$ cat src/rtl/lsgu_pkg.sv
package lsgu_pkg;

    localparam int LINE_LENGTH = 512;
    localparam int LINE_COUNT  = 512;
    localparam int POS_W       = $clog2(LINE_LENGTH);
    localparam int LINE_W      = $clog2(LINE_COUNT);
    localparam int STORE_DEPTH = 3 * LINE_LENGTH;
    localparam int ADDR_W      = $clog2(STORE_DEPTH);
    localparam int SAMPLE_W    = 16;
    localparam int GAIN_W      = 16;
    localparam logic [GAIN_W-1:0] GAIN_RESET = 16'd3277;

    // Work handed from the front part to the back part.
    // A pass-through job carries its value in center; an update job also
    // carries the four neighbors.
    typedef struct packed {
        logic                       update;
        logic signed [SAMPLE_W-1:0] center;
        logic signed [SAMPLE_W-1:0] north;
        logic signed [SAMPLE_W-1:0] south;
        logic signed [SAMPLE_W-1:0] east;
        logic signed [SAMPLE_W-1:0] west;
        logic                       run_last;
        logic                       frame_end;
    } job_t;

    typedef struct packed {
        logic signed [SAMPLE_W-1:0] new_value;
        logic                       run_last;
        logic                       frame_end;
    } result_t;

endpackage

$ cat src/rtl/lsgu_queue.sv
module lsgu_queue (
    input  logic          clk,
    input  logic          rst_n,
    input  logic          push,
    input  lsgu_pkg::job_t push_data,
    output logic          full,
    input  logic          pop,
    output lsgu_pkg::job_t pop_data,
    output logic          empty
);
    import lsgu_pkg::*;

    job_t       slot_reg [4];
    logic [1:0] wr_reg, rd_reg;
    logic [2:0] cnt_reg;

    assign full     = cnt_reg == 3'd4;
    assign empty    = cnt_reg == 3'd0;
    assign pop_data = slot_reg[rd_reg];

    always_ff @(posedge clk)
    begin
        if (push && !full)
        begin
            slot_reg[wr_reg] <= push_data;
        end
    end

    always_ff @(posedge clk or negedge rst_n)
    begin
        if (!rst_n)
        begin
            wr_reg  <= '0;
            rd_reg  <= '0;
            cnt_reg <= '0;
        end
        else
        begin
            if (push && !full)
            begin
                wr_reg <= wr_reg + 2'd1;
            end
            if (pop && !empty)
            begin
                rd_reg <= rd_reg + 2'd1;
            end
            cnt_reg <= cnt_reg + {2'd0, push && !full} - {2'd0, pop && !empty};
        end
    end

    a_count_range: assert property (@(posedge clk) disable iff (!rst_n) cnt_reg <= 3'd4)
        else $error("queue count out of range");
    a_no_push_full: assert property (@(posedge clk) disable iff (!rst_n)
        full |=> cnt_reg != 3'd0)
        else $error("full queue drained too fast");
    a_ptr_gap: assert property (@(posedge clk) disable iff (!rst_n)
        (cnt_reg[1:0] == wr_reg - rd_reg))
        else $error("queue pointers disagree with count");
endmodule

$ cat config.mk
export PLATFORM = sky130hd
export DESIGN_NAME = lsgu_queue
export DESIGN_NICKNAME = d
export VERILOG_FILES = /design/src/rtl/lsgu_pkg.sv /design/src/rtl/lsgu_queue.sv
export SDC_FILE = /design/constraint.sdc
export NUM_CORES = 1
export LEC_CHECK = 0
export BUFFER_PORTS_ARGS = -buffer_cell sky130_fd_sc_hd__buf_4
export CORE_MARGIN = 1.5
export CORE_UTILIZATION = 40
export DETAILED_ROUTE_END_ITERATION = 12
export HOLD_SLACK_MARGIN = 0.05
export PLACE_DENSITY = 0.68
export SYNTH_ARGS = -nofsm -noshare
export SYNTH_HDL_FRONTEND = slang
export SYNTH_SLANG_ARGS = --single-unit
$ cat constraint.sdc
create_clock -name clk -period 3.7 [get_ports clk]
set_input_delay 0.185 -clock clk [delete_from_list [all_inputs] [get_ports clk]]
set_output_delay 0.185 -clock clk [all_outputs]
set_load 0.01 [all_outputs]
# ---- After elaboration in Yosys (flattened, before gate mapping)
# Memories as Yosys holds them, arrays and structs flattened.
# Index checks and enable logic that the tools add are counted.
# W data, S select, Z words.
dict set report classes {
  addsub 4
  n_eq_ne 1
  muxes 2
  reduce_logical 5
}
# cell n
set op_table {}
lappend op_table {{$add A2 B1 Y2 const B} 2}
lappend op_table {{$add A3 B1 Y3} 1}
lappend op_table {{$eq A3 B3 Y1 const B} 1}
lappend op_table {{$logic_not A3 Y1} 1}
lappend op_table {{$sub A3 B1 Y3} 1}
lappend op_table {{$logic_and A1 B1 Y1} 2}
lappend op_table {{$logic_not A1 Y1} 2}
lappend op_table {{$mux W1} 2}
dict set report word_totals {
  reg_bits 7
  mem_bits_rw 332
  memories 1
  in_bits 87
}
# name depth word_bits rd rd_clocked_by_memory_dff wr line
set mem_list {}
lappend mem_list {slot_reg 4 83 1 0 1 lsgu_queue.sv:13} ;# job_t slot_reg [4];

# ---- Depth between registers and ports, before layout
dict set report depth {
  word_depth 5
  ltp_mapped 8
}

# ---- Worst setup path before layout
# Ideal clock, no wire load.
dict set report synth_timing {
  kind {register -> register}
  startpoint {reg cnt_reg[2]}
  endpoint {mem slot_reg[0][0] in the netlist's numbering, enable pin}
  setup_ns 0.451
  arrival_ns 2.690
  synth_period_minus_slack_ns 3.141
  path_stages_with_launch 3
  required_time_ns 3.249
  setup_slack_ns 0.559
  cell_sequence {dfrtp_1 -> nor3b_2 -> and3b_1}
}
dict set report synth_via {
  elab_chain_len 5
}
# element line
set synth_lines {}
lappend synth_lines {{start: declaration} lsgu_queue.sv:15} ;# logic [2:0] cnt_reg;
lappend synth_lines {{start signal: assignment} lsgu_queue.sv:47} ;# cnt_reg <= cnt_reg + {2'd0, push && !full} - {2'd0, pop && !empty};
lappend synth_lines {{$eq A3 B3 Y1} lsgu_queue.sv:17} ;# assign full = cnt_reg == 3'd4;
lappend synth_lines {{named net full} lsgu_queue.sv:6} ;# output logic full,
lappend synth_lines {{$logic_not A1 Y1} lsgu_queue.sv:23} ;# if (push && !full)
lappend synth_lines {{$logic_and A1 B1 Y1} lsgu_queue.sv:23}
lappend synth_lines {{$mux W1} lsgu_queue.sv:23}
lappend synth_lines {{$mux W1 (not written as such)} lsgu_queue.sv:25} ;# slot_reg[wr_reg] <= push_data;
lappend synth_lines {{end: declaration} lsgu_queue.sv:13}
# The timed path passes the listed nets, and every way through them passes these cells.

==> impl_metrics.tcl <==
set metrics [dict create \
    relSlewSlack_pct 35.6 \
    tightest_slew_ns 0.966 \
    cp.required_ns 3.51 \
    synth_area_sq_um 12500 \
    worst-path-max-fanout 31 \
    synthArstFlopShare_pct 2.06 \
    endpoint_kind "output port" \
    critPathKind "reg -> out" \
    grt_pass1_wl_mm 37.7 \
    start_kind "register" \
    setup_tns_ns 0 \
    leakage_nw 5.59 \
    core_sq_um 30700 \
    synth_cell_types 21 \
    drv_cap 0 \
    finish.instance_area_sq_um 16200 \
    cp_common_cell "buf_4" \
    drt-initial-drc-count 554 \
    synth_edf_count 332 \
    grt_use_total_pct 15.3 \
    cts_tree "yes" \
    root_buffer "clkbuf_16" \
    grt_antenna_before_repair 0 \
    die_area_sq_um 32300 \
    fin_util_pct 53.0 \
    cp_top_family "flip-flops" \
    syn_nets 569 \
    r2r_slack_ns 1.24 \
    finalSetupViolCount 0 \
    avgSynthCellArea_sq_um 26.3 \
    slew_viol_final 0 \
    die_w_um 180 \
    post_cts_buffers 0 \
    final_common_cell "edfxtp_1" \
    clock_tree.buffer_depth 3 \
    die_h_um 180 \
    ys.flop_type "edfxtp_1" \
    ant_nets 0 \
    syn2layout_area_growth_pct 30.0 \
    start_util_pct 40.8 \
    rows 64 \
    vias 5969 \
    post-route-period-util_pct 75.1 \
    yosysWarnings 0 \
    drc 0 \
    r2r_end "cnt_reg[2]$_DFF_PN0_" \
    rr_worst_depth 8 \
    dpl_cell_area_sq_um 14200 \
    insertion_delay_ns 0.50 \
    drt_wl_total_mm 24.6 \
    hold_viol 0 \
    clock-sinks 339 \
    drive_above_1_share_pct 40.4 \
    crit_chain "buf_4 -> mux4_2 -> buf_4" \
    ir_worst_vdd_v 0.000405 \
    h-tree-depth 2 \
    grt_max_degree 62 \
    grt_overflow 0 \
    r2r_start "cnt_reg[2]$_DFF_PN0_" \
    hpwl_mm 14.8 \
    fin_nets 854 \
    path_clk_slew_ns 0.06 \
    ioPinCount 172 \
    syn_inst 475 \
    finalClockSkew_ns 0.00949 \
    cp.arrival_ns 2.59 \
    p_per_area_nw_per_um2 782 \
    synth_seq_cells 339 \
    final_cell_mix "332 x edfxtp_1, 175 x buf_4, 87 x dlygate4sd3_1, 83 x mux4_2, 35 x clkbuf_16" \
    largest_reg_flops 332 \
    cp-startpoint "rd_reg[0]$_DFFE_PN0P_" \
    fmax_mhz 360 \
    cp-endpoint "pop_data[10]" \
    finalCriticalPeriod_ns 2.78 \
    max_stage_delay_ns 0.87 \
    via_per_inst 5.05 \
    wl_per_cell_um 20.8 \
    diodes 0 \
    critPathSlowestCell "dfrtp_4" \
    rsz0062_at_grt "false" \
    cp.depth 3 \
    first_pass_iters 5 \
    status "complete, no violations" \
    path_buf_inv 2 \
    place_congestion 0.710 \
    hold_path.class "in -> reg" \
    cts_made_buffers 35 \
    p_total_mw 12.7 \
    grt_pass1_vias 6429 \
    synth.yosys.seq_area_share_pct 81.2 \
    portBuffers 171 \
]
logic make-up (layout without fill, tap and decap cells):
logic type,after synthesis,in the layout,synth area share (%)
compound gates,4,4,0.250
xor+xnor,4,4,0.280
fa+ha+maj,7,7,0.761
buf+inv,25,337,1.75
flops,339,339,81.2
mux,83,83,15.0
simple gates,13,13,0.831
synth_stat cells (2+ instances only):
cell	n	area share, %
o211ai_1	2	0.12
buf_2	7	0.28
clkbuf_1	2	0.060
nand4bb_1	2	0.18
nand2b_1	4	0.20
buf_12	6	0.96
and3b_1	4	0.28
mux4_2	83	15
buf_4	3	0.18
ha_1	6	0.60
inv_1	6	0.18
xnor2_1	4	0.28
edfxtp_1	332	80
dfrtp_1	7	1.4
worst register-to-register path, stage by stage, from the launching register on:
cell      delay, ns
dfrtp_1        0.48
nor3b_2        0.51
nand2b_1       0.18
ha_1           0.14
inv_1          0.06
ha_1           0.20
fa_1           0.42
xnor2_1        0.23
xnor2_1        0.16
how the worst min path moves through the flow:
stage	startpoint	end	slack [ns]	cells after the start
4_1_cts	push_data[4]	slot_reg[3][4]$_DFFE_PP_	0.40	2
5_1_grt	push_data[12]	slot_reg[3][12]$_DFFE_PP_	0.41	2
3_3_place_gp	rst_n	cnt_reg[0]$_DFF_PN0_	0.003	1
6_report	push_data[4]	slot_reg[1][4]$_DFFE_PP_	0.42	2
3_5_place_dp	rst_n	wr_reg[0]$_DFFE_PN0P_	0.006	1
2_1_floorplan	rst_n	cnt_reg[0]$_DFF_PN0_	-0.11	0
metrics by stage:
stage | setup slack [ns] | std cells | hold slack [ns]
5_1_grt | 0.749 | 1183 | 0.409
4_1_cts | 0.837 | 1183 | 0.399
3_3_place_gp | 1.40 | 1032 | 0.00268
6_report | 0.922 | 1183 | 0.423
3_5_place_dp | 1.37 | 1032 | 0.00622
2_1_floorplan | 0.559 | 475 | -0.111
power by group:
group	switching (mW)	total, mW	leakage, nW	internal [mW]
clock	1.37	3.47	0.558	2.10
combinational	1.74	3.73	1.91	1.99
sequential	0.448	5.51	3.12	5.06
total	3.55	12.7	5.59	9.15
timing repair:
action	CTS	global route
hold endpoints to repair	342	0
setup endpoints to repair	0	0
hold buffers	87	0
gates resized for setup	0	0
final cells by class:
type | count | area, sq um
clock buffer | 42 | 902
tap | 396 | 495
multi-input combinational | 111 | 2150
fill | 2364 | 14400
clock inverter | 22 | 239
timing repair buffer | 267 | 2280
sequential | 339 | 10200
inverter | 6 | 22.5
layer usage:
layer / part of all wire (%) / vias up / track usage, % / routed length (um)
li1: - / 2625 / - / -
met1: 41 / 3115 / 20.1 / 10100
met2: 50 / 191 / 25.4 / 12400
met3: 6.4 / 38 / 3.73 / 1560
met4: 2.1 / 0 / 4.43 / 515
met5: 0 / - / 0 / 0
No activity file was read; power rests on OpenSTA's default activity.
